--- config.mk ---
export PLATFORM = sky130hd
export DESIGN_NAME = mf3_queue
export DESIGN_NICKNAME = d
export VERILOG_FILES = /design/src/rtl/mf3_pkg.sv /design/src/rtl/mf3_queue.sv
export SDC_FILE = /design/constraint.sdc
export NUM_CORES = 1
export LEC_CHECK = 0
export BUFFER_PORTS_ARGS = -buffer_cell sky130_fd_sc_hd__clkbuf_2
export CORE_MARGIN = 8
export CORE_UTILIZATION = 59
export CTS_BUF_LIST = sky130_fd_sc_hd__clkbuf_8
export CTS_CLUSTER_SIZE = 40
export DETAILED_ROUTE_END_ITERATION = 7
export GPL_TIMING_DRIVEN = 0
export PLACE_DENSITY = 0.82
export SLEW_MARGIN = 20
export SYNTH_ARGS = -nofsm -noshare
export SYNTH_HDL_FRONTEND = slang
export SYNTH_SLANG_ARGS = --single-unit
--- constraint.sdc ---
create_clock -name clk -period 3.01 [get_ports clk]
set_clock_uncertainty 0.05 [all_clocks]
set_input_delay 0.7525 -clock clk [delete_from_list [all_inputs] [get_ports clk]]
set_output_delay 0.7525 -clock clk [all_outputs]
set_load 0.03 [all_outputs]
--- src/rtl/mf3_pkg.sv ---
// ----------------------------------------------------------------------------
// mf3_pkg: shared types, constants and sort helpers
// Widths, the queue item format and the odd-even transposition sort rounds
// used by the 3x3 RGB median filter.
// ----------------------------------------------------------------------------
package mf3_pkg;

    localparam int MAX_WIDTH   = 1024;
    localparam int COL_W       = $clog2(MAX_WIDTH);
    localparam int CNT_W       = COL_W + 1;
    localparam int WREG_W      = 11;
    localparam int HREG_W      = 16;
    localparam int ROW_W       = HREG_W + 1;
    localparam int PIX_W       = 24;
    localparam int CH_W        = 8;
    localparam int CH_N        = 3;
    localparam int WIN_N       = 9;
    localparam int CFG_IDX_W   = 1;
    localparam int CFG_DATA_W  = 16;
    localparam int QUEUE_DEPTH = 4;
    localparam int QPTR_W      = $clog2(QUEUE_DEPTH);
    localparam int FIRST_ROUNDS  = 5;
    localparam int SECOND_ROUNDS = WIN_N - FIRST_ROUNDS;

    localparam logic [CFG_IDX_W-1:0] CFG_WIDTH  = 1'b0;
    localparam logic [CFG_IDX_W-1:0] CFG_HEIGHT = 1'b1;

    localparam logic [WREG_W-1:0] WIDTH_RESET  = 11'd640;
    localparam logic [HREG_W-1:0] HEIGHT_RESET = 16'd480;

    typedef logic [CH_W-1:0] chan_t;
    typedef chan_t [WIN_N-1:0] win_t;

    typedef struct packed {
        logic [COL_W-1:0] col;
        logic [PIX_W-1:0] pixel;
        logic             emit;
        logic             last;
        logic [WIN_N-1:0] valid_mask;
        logic [WIN_N-1:0] pad_high;
        logic             odd;
    } item_t;

    function automatic win_t sort_round(win_t v, logic parity);
        win_t  r;
        chan_t a;
        chan_t b;
        r = v;
        for (int i = 0; i < WIN_N - 1; i++) begin
            if (1'(i % 2) == parity) begin
                a = r[i];
                b = r[i+1];
                if (a > b) begin
                    r[i]   = b;
                    r[i+1] = a;
                end
            end
        end
        return r;
    endfunction

    function automatic win_t sort_rounds(win_t v, int first, int count);
        win_t r;
        r = v;
        for (int k = 0; k < count; k++) begin
            r = sort_round(r, 1'((first + k) % 2));
        end
        return r;
    endfunction

endpackage

--- src/rtl/mf3_queue.sv ---
// ----------------------------------------------------------------------------
// mf3_queue: short item queue
// Four-entry first-in first-out store between the front and back parts.
// ----------------------------------------------------------------------------
module mf3_queue (
    input  logic           clk,
    input  logic           rst_n,
    input  logic           push,
    input  mf3_pkg::item_t push_item,
    input  logic           pop,
    output logic           full,
    output logic           empty,
    output mf3_pkg::item_t head
);

    mf3_pkg::item_t                entry_reg [mf3_pkg::QUEUE_DEPTH];
    logic [mf3_pkg::QPTR_W-1:0]    wr_ptr_reg;
    logic [mf3_pkg::QPTR_W-1:0]    rd_ptr_reg;
    logic [mf3_pkg::QPTR_W:0]      count_reg, count_next;

    assign full  = count_reg == (mf3_pkg::QPTR_W+1)'(mf3_pkg::QUEUE_DEPTH);
    assign empty = count_reg == '0;
    assign head  = entry_reg[rd_ptr_reg];

    always_comb
    begin
        count_next = count_reg;
        if (push && !pop) begin
            count_next = count_reg + 1'b1;
        end else if (pop && !push) begin
            count_next = count_reg - 1'b1;
        end
    end

    always_ff @(posedge clk)
    begin
        if (push) begin
            entry_reg[wr_ptr_reg] <= push_item;
        end
    end

    always_ff @(posedge clk or negedge rst_n)
    begin
        if (!rst_n) begin
            wr_ptr_reg <= '0;
            rd_ptr_reg <= '0;
            count_reg  <= '0;
        end else begin
            if (push) begin
                wr_ptr_reg <= wr_ptr_reg + 1'b1;
            end
            if (pop) begin
                rd_ptr_reg <= rd_ptr_reg + 1'b1;
            end
            count_reg <= count_next;
        end
    end

endmodule

==> impl_metrics.yaml <==
status:
  status: "finished clean"
worst_setup_path:
  r2r_end: "entry_reg[2][25]$_DFFE_PP_"
  arrival_ns: 2.06
  cp_slowest_cell: "mux4_2"
  cp_max_fo: 10
  path_cells: "buf_6, buf_6, mux4_2, clkbuf_2"
  start_kind: "flop"
  worstSetupPathType: "flop to primary output"
  cp.required_ns: 2.21
  worstReg2RegStart: "wr_ptr_reg[0]$_DFFE_PN0P_"
  cpMostUsedCell: "buf_6"
  reg2reg_depth: 4
  end_kind: "primary output"
  ff2ff_setup_slack_ns: 1.22
  slowest_delay_ns: 0.53
detailed_routing:
  drcViolationCount: 0
  drtIter0Drc: 254
  routed_wl_um: 14800
  post_drt_wl_per_cell_um: 21.8
  viasPerCell: 5.59
  vias: 3798
  ant_nets: 0
  drtPass1Iterations: 4
clock_tree:
  cts-root-buf: "clkbuf_8"
  cts_setup_buffers: 0
  clock_sinks: 227
  clock_latency_ns: 0.48
  cts.clk_slew.worst_paths_ns: 0.06
  cts_hold_buf: 0
  numCtsBuffers: 36
  cts_buffer_depth: 3
  cts_resized: 0
  cts_tree: "built"
  cts-htree-levels: 2
cells_and_area:
  area_growth_pct: 18.3
  antenna_cells: 0
  fin_util_pct: 71.2
  largest_register_ffs: 220
  final_nets: 543
  final_cells: 680
  final_layout_size_suffix_gt1_share_pct: 46.6
  final.fill_count: 793
floorplanning:
  initial_core_util_pct: 60.2
  die_x_um: 135
  coreArea_mm2: 0.0138
  design.portCount: 116
  rows: 43
  dieArea_mm2: 0.0182
  fp.dieH_um: 135
logic_synthesis:
  synth-seq-cells: 227
  syn_avg_cell_area_um2: 25.9
  syn_nets: 386
  synthesis.area_mm2: 0.00832
  yosysSeqAreaShare_pct: 81.5
  synthCells: 321
  yosysWarnings: 0
  ys_types: 19
pwr:
  p_per_area_mw_per_mm2: 1030
  power.leakage_nw: 3.50
  peakVddDrop_mv: 0.652
timing:
  rsz0062_at_grt: "no"
  slew_headroom_pct: 58.9
  worst_pin_slew_ns: 0.616
  min_period_ns: 2.87
  fmax_mhz: 349
  setup_viol: 0
  hold_viol_final: 0
  post-route-period-util_pct: 95.3
  hold_ws_ns: 0.0550
  slew_viol_final: 0
  tns_ns: 0
  setup_ws_ns: 0.143
global_route:
  grtUsageTotal_pct: 16.7
  grt_overflow: 0
  antenna_found_initial: 0
  grt_max_degree: 31
  grt_first_pass_wirelength_um: 23200
  grt_pass1_vias: 4279
min_path:
  min_path_type: "input port to async pin"
placement:
  dp_hpwl_um: 9550
  dp_slack_ns: 0.599
  port_buffers: 115
  placedCellCount: 620
  gp_congestion: 0.680
run:
  drv_cap: 0
layer usage:
layer  vias to the layer above  part of all wire (%)  global-route usage (%)
met5                         -                     0                       0
met4                         0                   1.5                    6.05
met3                        20                   6.0                    4.61
met2                       126                    53                    28.4
met1                      1965                    40                    20.2
li1                       1687                     -                       -
cells in the mapped netlist:
master | n | share of area, %
nand2_1 | 2 | 0.090
inv_1 | 4 | 0.18
nor3b_1 | 1 | 0.090
mux4_2 | 55 | 15
mux2_2 | 1 | 0.14
fa_1 | 1 | 0.24
xnor2_1 | 2 | 0.21
ha_1 | 5 | 0.75
clkbuf_1 | 1 | 0.045
buf_2 | 5 | 0.30
nor3_1 | 1 | 0.060
and2_1 | 4 | 0.30
o21ai_0 | 1 | 0.060
nor2_1 | 1 | 0.045
buf_6 | 4 | 0.54
dfrtp_1 | 7 | 2.1
buf_4 | 2 | 0.18
xor2_1 | 4 | 0.42
edfxtp_1 | 220 | 79
how the worst max path moves through the flow:
stage                                    startpoint                    endpoint  slack [ns]  depth (start not counted)
after floorplan                                push   entry_reg[1][0]$_DFFE_PP_        0.48                          1
after global placement                         push  entry_reg[3][19]$_DFFE_PP_       -0.70                          2
after detailed placement  rd_ptr_reg[0]$_DFFE_PN0P_                    head[29]        0.60                          4
after CTS                 rd_ptr_reg[0]$_DFFE_PN0P_                    head[17]        0.06                          4
after global routing      rd_ptr_reg[0]$_DFFE_PN0P_                    head[17]        0.03                          4
final                     rd_ptr_reg[0]$_DFFE_PN0P_                    head[17]        0.14                          4
layout make-up:
type | count | area [um2] | area share [%]
inverters | 4 | 15.0 | 0.152
clock buffers | 37 | 509 | 5.17
repair buffers | 119 | 656 | 6.66
clock inverters | 23 | 124 | 1.26
multi-input cells | 78 | 1450 | 14.7
well taps | 180 | 225 | 2.29
flip-flops and latches | 227 | 6780 | 68.9
plain buffers | 12 | 88.8 | 0.902
layout by cell type (no fill, tap or decap), types with 2 or more instances in the layout:
cell type / netlist / routed
clkinv_2: 0 / 3
xor2_1: 4 / 4
clkinvlp_4: 0 / 2
xnor2_1: 2 / 2
clkbuf_2: 0 / 115
ha_1: 5 / 5
and2_4: 0 / 4
inv_1: 4 / 16
edfxtp_1: 220 / 220
buf_6: 4 / 4
nand2_1: 2 / 2
dfrtp_1: 7 / 7
clkbuf_8: 0 / 37
buf_4: 2 / 2
clkinv_1: 0 / 5
mux4_2: 55 / 55
buf_12: 0 / 4
buf_2: 5 / 5
report_power, final:
group	switching, mW	internal, mW
registers	0.163	4.14
clock network	1.08	1.22
logic	2.26	1.33
per-stage QoR:
step	instance area [um2]	total power, mW
4_1_cts	9850	10.3
3_5_place_dp	9220	8.04
3_3_place_gp	9130	7.93
5_1_grt	9850	10.7
6_report	9850	10.2
2_1_floorplan	8320	6.97
kinds of logic after synthesis:
group           after synthesis  synth area share, %
compound gates                1               0.0601
xor+xnor                      6                0.631
fa+ha+maj                     6                0.992
buf+inv                      16                 1.25
flops                       227                 81.5
mux                          56                 15.0
simple gates                  9                0.586
critical path: cells and delay by family, from the launching register on:
family,cells,cell delay [ns]
multiplexers,1,0.53
flip-flops,1,0.41
buffers and inverters,3,0.63
Note: power is estimated with default switching activity, not from simulation.
