### config.mk
export PLATFORM = sky130hd
export DESIGN_NAME = mf3_front
export DESIGN_NICKNAME = d
export VERILOG_FILES = /design/src/rtl/mf3_pkg.sv /design/src/rtl/mf3_front.sv
export SDC_FILE = /design/constraint.sdc
export NUM_CORES = 1
export LEC_CHECK = 0
export BUFFER_PORTS_ARGS = -buffer_cell sky130_fd_sc_hd__buf_4
export CORE_MARGIN = 4
export CORE_UTILIZATION = 35
export CTS_CLUSTER_SIZE = 28
export DETAILED_ROUTE_END_ITERATION = 8
export GPL_TIMING_DRIVEN = 0
export SLEW_MARGIN = 30
export SYNTH_ARGS = -nofsm -noshare
export SYNTH_HDL_FRONTEND = slang
export SYNTH_SLANG_ARGS = --single-unit
### constraint.sdc
create_clock -name clk -period 15.6 [get_ports clk]
set_clock_uncertainty 0.1 [all_clocks]
set_input_delay 0.78 -clock clk [delete_from_list [all_inputs] [get_ports clk]]
set_output_delay 0.78 -clock clk [all_outputs]
set_load 0.05 [all_outputs]
### src/rtl/mf3_pkg.sv
// ----------------------------------------------------------------------------
// mf3_pkg: shared types, constants and sort helpers
// Widths, the queue item format and the odd-even transposition sort rounds
// used by the 3x3 RGB median filter.
// ----------------------------------------------------------------------------
package mf3_pkg;

    localparam int MAX_WIDTH   = 1024;
    localparam int COL_W       = $clog2(MAX_WIDTH);
    localparam int CNT_W       = COL_W + 1;
    localparam int WREG_W      = 11;
    localparam int HREG_W      = 16;
    localparam int ROW_W       = HREG_W + 1;
    localparam int PIX_W       = 24;
    localparam int CH_W        = 8;
    localparam int CH_N        = 3;
    localparam int WIN_N       = 9;
    localparam int CFG_IDX_W   = 1;
    localparam int CFG_DATA_W  = 16;
    localparam int QUEUE_DEPTH = 4;
    localparam int QPTR_W      = $clog2(QUEUE_DEPTH);
    localparam int FIRST_ROUNDS  = 5;
    localparam int SECOND_ROUNDS = WIN_N - FIRST_ROUNDS;

    localparam logic [CFG_IDX_W-1:0] CFG_WIDTH  = 1'b0;
    localparam logic [CFG_IDX_W-1:0] CFG_HEIGHT = 1'b1;

    localparam logic [WREG_W-1:0] WIDTH_RESET  = 11'd640;
    localparam logic [HREG_W-1:0] HEIGHT_RESET = 16'd480;

    typedef logic [CH_W-1:0] chan_t;
    typedef chan_t [WIN_N-1:0] win_t;

    typedef struct packed {
        logic [COL_W-1:0] col;
        logic [PIX_W-1:0] pixel;
        logic             emit;
        logic             last;
        logic [WIN_N-1:0] valid_mask;
        logic [WIN_N-1:0] pad_high;
        logic             odd;
    } item_t;

    function automatic win_t sort_round(win_t v, logic parity);
        win_t  r;
        chan_t a;
        chan_t b;
        r = v;
        for (int i = 0; i < WIN_N - 1; i++) begin
            if (1'(i % 2) == parity) begin
                a = r[i];
                b = r[i+1];
                if (a > b) begin
                    r[i]   = b;
                    r[i+1] = a;
                end
            end
        end
        return r;
    endfunction

    function automatic win_t sort_rounds(win_t v, int first, int count);
        win_t r;
        r = v;
        for (int k = 0; k < count; k++) begin
            r = sort_round(r, 1'((first + k) % 2));
        end
        return r;
    endfunction

endpackage

### src/rtl/mf3_front.sv
// ----------------------------------------------------------------------------
// mf3_front: input acceptance and classification
// Holds the frame registers and position counters, drops drain ticks that
// arrive mid-frame, and builds one queue item per pixel position.
// ----------------------------------------------------------------------------
module mf3_front (
    input  logic                              clk,
    input  logic                              rst_n,
    input  logic                              in_valid,
    output logic                              in_ready,
    input  logic                              action,
    input  logic [mf3_pkg::CH_W-1:0]          red_in,
    input  logic [mf3_pkg::CH_W-1:0]          green_in,
    input  logic [mf3_pkg::CH_W-1:0]          blue_in,
    input  logic                              cfg_valid,
    output logic                              cfg_ready,
    input  logic [mf3_pkg::CFG_IDX_W-1:0]     cfg_index,
    input  logic [mf3_pkg::CFG_DATA_W-1:0]    cfg_data,
    input  logic                              queue_full,
    output logic                              push,
    output mf3_pkg::item_t                    push_item
);

    logic [mf3_pkg::WREG_W-1:0] width_reg;
    logic [mf3_pkg::HREG_W-1:0] height_reg;
    logic [mf3_pkg::COL_W-1:0]  in_col_reg, in_col_next;
    logic [mf3_pkg::ROW_W-1:0]  in_row_reg, in_row_next;
    logic [mf3_pkg::COL_W-1:0]  out_col_reg, out_col_next;
    logic [mf3_pkg::HREG_W-1:0] out_row_reg, out_row_next;

    logic [mf3_pkg::CNT_W-1:0]  w;
    logic [mf3_pkg::HREG_W-1:0] h;
    logic [mf3_pkg::COL_W-1:0]  ic;
    logic [mf3_pkg::CNT_W-1:0]  col_inc;
    logic [mf3_pkg::CNT_W-1:0]  out_col_inc;
    logic [mf3_pkg::ROW_W-1:0]  out_row_inc;
    logic                       input_done;
    logic                       ignore;
    logic                       emit;
    logic                       last;
    logic                       take;
    logic [2:0]                 row_ok;
    logic [2:0]                 col_ok;
    logic [mf3_pkg::WIN_N-1:0]  mask;
    logic [mf3_pkg::WIN_N-1:0]  pad;
    logic                       toggle;

    assign cfg_ready = 1'b1;
    assign in_ready  = !queue_full;
    assign take      = in_valid && in_ready;

    always_comb
    begin
        if (width_reg == '0) begin
            w = mf3_pkg::CNT_W'(1);
        end else if (32'(width_reg) > 32'(mf3_pkg::MAX_WIDTH)) begin
            w = mf3_pkg::CNT_W'(mf3_pkg::MAX_WIDTH);
        end else begin
            w = mf3_pkg::CNT_W'(width_reg);
        end
        h = (height_reg == '0) ? mf3_pkg::HREG_W'(1) : height_reg;

        if ({1'b0, in_col_reg} >= w) begin
            ic = mf3_pkg::COL_W'(w - mf3_pkg::CNT_W'(1));
        end else begin
            ic = in_col_reg;
        end
        col_inc     = {1'b0, ic} + mf3_pkg::CNT_W'(1);
        out_col_inc = {1'b0, out_col_reg} + mf3_pkg::CNT_W'(1);
        out_row_inc = {1'b0, out_row_reg} + mf3_pkg::ROW_W'(1);

        input_done = in_row_reg >= {1'b0, h};
        ignore     = !input_done && action;
        emit       = (in_row_reg >= mf3_pkg::ROW_W'(2))
                     || ((in_row_reg == mf3_pkg::ROW_W'(1)) && (ic != '0));
        last       = (out_row_inc >= {1'b0, h}) && (out_col_inc >= w);

        row_ok = {out_row_inc < {1'b0, h}, 1'b1, out_row_reg != '0};
        col_ok = {out_col_inc < w, 1'b1, out_col_reg != '0};
        for (int r = 0; r < 3; r++) begin
            for (int c = 0; c < 3; c++) begin
                mask[3*r + c] = row_ok[r] && col_ok[c];
            end
        end
        toggle = 1'b1;
        for (int k = 0; k < mf3_pkg::WIN_N; k++) begin
            pad[k] = 1'b0;
            if (!mask[k]) begin
                pad[k] = toggle;
                toggle = !toggle;
            end
        end

        push_item.col        = ic;
        push_item.pixel      = input_done ? '0 : {red_in, green_in, blue_in};
        push_item.emit       = emit;
        push_item.last       = last;
        push_item.valid_mask = mask;
        push_item.pad_high   = pad;
        push_item.odd        = ^mask;
        push = take && !ignore;

        in_col_next  = in_col_reg;
        in_row_next  = in_row_reg;
        out_col_next = out_col_reg;
        out_row_next = out_row_reg;
        if (push) begin
            if (col_inc >= w) begin
                in_col_next = '0;
                in_row_next = in_row_reg + mf3_pkg::ROW_W'(1);
            end else begin
                in_col_next = mf3_pkg::COL_W'(col_inc);
            end
            if (emit) begin
                if (last) begin
                    in_col_next  = '0;
                    in_row_next  = '0;
                    out_col_next = '0;
                    out_row_next = '0;
                end else if (out_col_inc >= w) begin
                    out_col_next = '0;
                    out_row_next = mf3_pkg::HREG_W'(out_row_inc);
                end else begin
                    out_col_next = mf3_pkg::COL_W'(out_col_inc);
                end
            end
        end
        if (cfg_valid && cfg_ready) begin
            in_col_next  = '0;
            in_row_next  = '0;
            out_col_next = '0;
            out_row_next = '0;
        end
    end

    always_ff @(posedge clk or negedge rst_n)
    begin
        if (!rst_n) begin
            width_reg   <= mf3_pkg::WIDTH_RESET;
            height_reg  <= mf3_pkg::HEIGHT_RESET;
            in_col_reg  <= '0;
            in_row_reg  <= '0;
            out_col_reg <= '0;
            out_row_reg <= '0;
        end else begin
            if (cfg_valid && cfg_ready) begin
                case (cfg_index)
                    mf3_pkg::CFG_WIDTH:  width_reg  <= cfg_data[mf3_pkg::WREG_W-1:0];
                    mf3_pkg::CFG_HEIGHT: height_reg <= cfg_data;
                    default: ;
                endcase
            end
            in_col_reg  <= in_col_next;
            in_row_reg  <= in_row_next;
            out_col_reg <= out_col_next;
            out_row_reg <= out_row_next;
        end
    end

endmodule

==> flow_summary_export.csv <==
group,metric,value,unit
power,ir_drop,0.05780,mV
clock_tree,cts_buffers,9,
cells_and_area,diodes,0,
flow_run,maxCapViolCount,0,
status,status,"completed",
clock_tree,clkTransAtPathRegs,0.06,ns
sta,fmax,125.3,MHz
yosys,synthTopCellsByCount,"ha_1 (78), dfrtp_1 (74), nor2_1 (54), inv_1 (51), nand2_1 (44)",
floorplan,floorplan.initialDensity,0.3562,
yosys,yosysMostFrequentCell,"ha_1",
worst_setup_path,crit_required,15.76,ns
sta,worstMarginPinSlew,0.9364,ns
yosys,syn_inst,775,
floorplan,num_rows,51,
route,dr.pass1.iters,5,
sta,grt_setup_unrepaired,"no",
global_routing,grt_pass1_wl,33330,um
worst_setup_path,cpMostUsedCell,"clkbuf_1",
route,vias_per_cell,5.477,
worst_setup_path,critPathMaxFanout,11,
clock_tree,cts_root_buffer,"clkbuf_16",
yosys,yosys.area.top_type,"dfrtp_1",
placed_design,place_congestion,0.8890,
clock_tree,cts.sink_count,80,
clock_tree,cts_tree,"yes",
worst_setup_path,crit_path_end_kind,"flip-flop",
floorplan,die_area,22190,um^2
yosys,synth_flop_cell,"dfrtp_1",
floorplan,die_x,149.0,um
global_routing,antenna_found_initial,0,
cells_and_area,drive_gt1_frac,0.2038,
clock_tree,ctsResizeCount,0,
global_routing,grt_start_max_net_pins,81,
sta,setup_viol,0,
route,dr_wl_met3,990,um
clock_tree,postCtsSetupRepairBufs,0,
clock_tree,clock_path_buffers,2,
yosys,ys_ff_latch,80,
floorplan,ios,105,
global_routing,overflow,0,
yosys,synth_top_area_share,0.2662,
sta,drv_slew,0,
route,via_count,6342,
yosys,synthDistinctLibCells,79,
worst_setup_path,worstPathArrival,8.14,ns
floorplan,die_h,149.0,um
cells_and_area,nets,1013,
sta,hold_viol_final,0,
route,dr.max_layer_used,"met4",
sta,timing.hold.ws,0.3780,ns
route,met1_length,9825,um
yosys,syn-mean-instance-area,8.975,um^2
worst_setup_path,critPathKind,"reg2reg",
cells_and_area,largest_reg_flops,17,
power,powerDensity,83.57,nW/um^2
route,wire_per_inst,17.69,um
cells_and_area,syn2layout_area_growth,20.27,%
placed_design,portBuffers,100,
worst_setup_path,critPathSlowestCell,"o21ai_1",
yosys,syn_area,6955,um^2
clock_tree,h-tree-depth,3,
route,ant_nets,0,
placed_design,hpwlAfterDp,15910,um
yosys,synthTopCellsByArea,"dfrtp_1 (27%), ha_1 (14%), mux2_2 (4.5%)",
global_routing,grt_pass1_vias,6143,
sta,fin_ws,7.617,ns
power,leakagePower,0.003868,uW
placed_design,place_ws,7.747,ns
min_path,hold_class,"in2async",
route,drc,0,
sta,post-route-min-period,7.983,ns
clock_tree,cts_hold_buf,0,
sta,fin_crit_sh,0.5117,
route,totalWireLength,20490,um
route,drt-initial-drc-count,591,
clock_tree,insertion_delay,0.35,ns
sta,slew_headroom,0.3716,
route,wl_met2,9240,um
global_routing,track_usage,0.1876,
worst_setup_path,cpPeakStageDelay,0.73,ns
worst_setup_path,start_kind,"flip-flop",
floorplan,core-area,19530,um^2
yosys,ys_async_sr_fraction,1.000,
yosys,ys_seq_area_frac,0.2889,
yosys,yosysWarnings,0,
yosys,synth_edf_count,0,
sta,fin_setup_tns,0,ns
-- power breakdown --
| group | switching [uW] | leakage (uW) | internal, uW | total [uW] |
|---|---|---|---|---|
| logic | 151 | 0.00267 | 86.4 | 237 |
| clock network | 86.8 | 0.000149 | 137 | 224 |
| registers | 16.2 | 0.00105 | 222 | 238 |
-- placed cells by master (no fill, tap or decap), types with 9 or more instances in the layout --
cell type	n
a21o_1	9
a21oi_1	19
a22o_1	15
a31oi_1	13
a41oi_1	12
and2_1	28
and3_1	16
buf_4	105
clkbuf_1	26
clkbuf_16	9
dfrtp_1	74
ha_1	78
inv_1	51
mux2_2	28
nand2_1	44
nand3_1	30
nand4_1	23
nor2_1	54
nor3_1	16
nor4_1	14
o21a_1	12
o21ai_0	21
xnor2_1	23
xor2_1	11
-- cell families after synthesis --
family / after synthesis / share of synthesized area
AO/OA/AOI/OAI: 175 / 0.1856
XOR/XNOR: 34 / 0.04281
adder cells (fa/ha/maj): 78 / 0.1403
buffers and inverters: 89 / 0.05415
flip-flops: 80 / 0.2889
multiplexers: 37 / 0.05846
other: 2 / 0.001080
AND/OR/NAND/NOR: 280 / 0.2286
-- routing by layer --
layer	track usage	vias to the layer above
li1	-	3126
met1	0.2748	3008
met2	0.2849	185
met3	0.02400	23
met4	0.06407	0
met5	0	-
-- per-stage QoR --
stage	power, uW	area (um^2)	instances	utilization
CTS	703.7	8366	1158	0.4284
finish	699.1	8366	1158	0.4284
detailed placement	477.6	8054	1142	0.4125
floorplan	401.9	6963	777	-
global route	737.0	8366	1158	0.4284
global placement	475.7	8045	1142	0.4120
-- area by class of cell --
class	instances	area [um^2]
plain buffers	38	185.2
flip-flops and latches	80	2009
multi-input cells	608	4582
clock inverters	2	37.54
clock buffers	14	274.0
fillers	2038	11160
repair buffers	100	754.5
well taps	265	331.6
inverters	51	191.4
-- worst paths after layout --
check	start	to	slack, ns	depth (start not counted)
setup / recovery	width_reg[10]	in_row_reg[13]	7.62	25
hold / removal	rst_n	out_row_reg[13]	0.38	1
setup reg to reg	width_reg[10]	in_row_reg[13]	7.62	25
hold reg to reg	height_reg[15]	height_reg[15]	0.44	1
max in group asynchronous	rst_n	width_reg[4]	14.49	1
min in group clk	height_reg[15]	height_reg[15]	0.44	1
-- worst max-delay path, delay by kind of cell (launching register included) --
| family | cells | cell delay [ns] |
|---|---|---|
| AO/OA/AOI/OAI | 9 | 2.56 |
| XOR/XNOR | 1 | 0.13 |
| adder cells (fa/ha/maj) | 3 | 0.91 |
| buffers and inverters | 6 | 1.99 |
| flip-flops | 1 | 0.38 |
| multiplexers | 1 | 0.36 |
| AND/OR/NAND/NOR | 5 | 1.46 |
(Power assumes the default switching activity.)
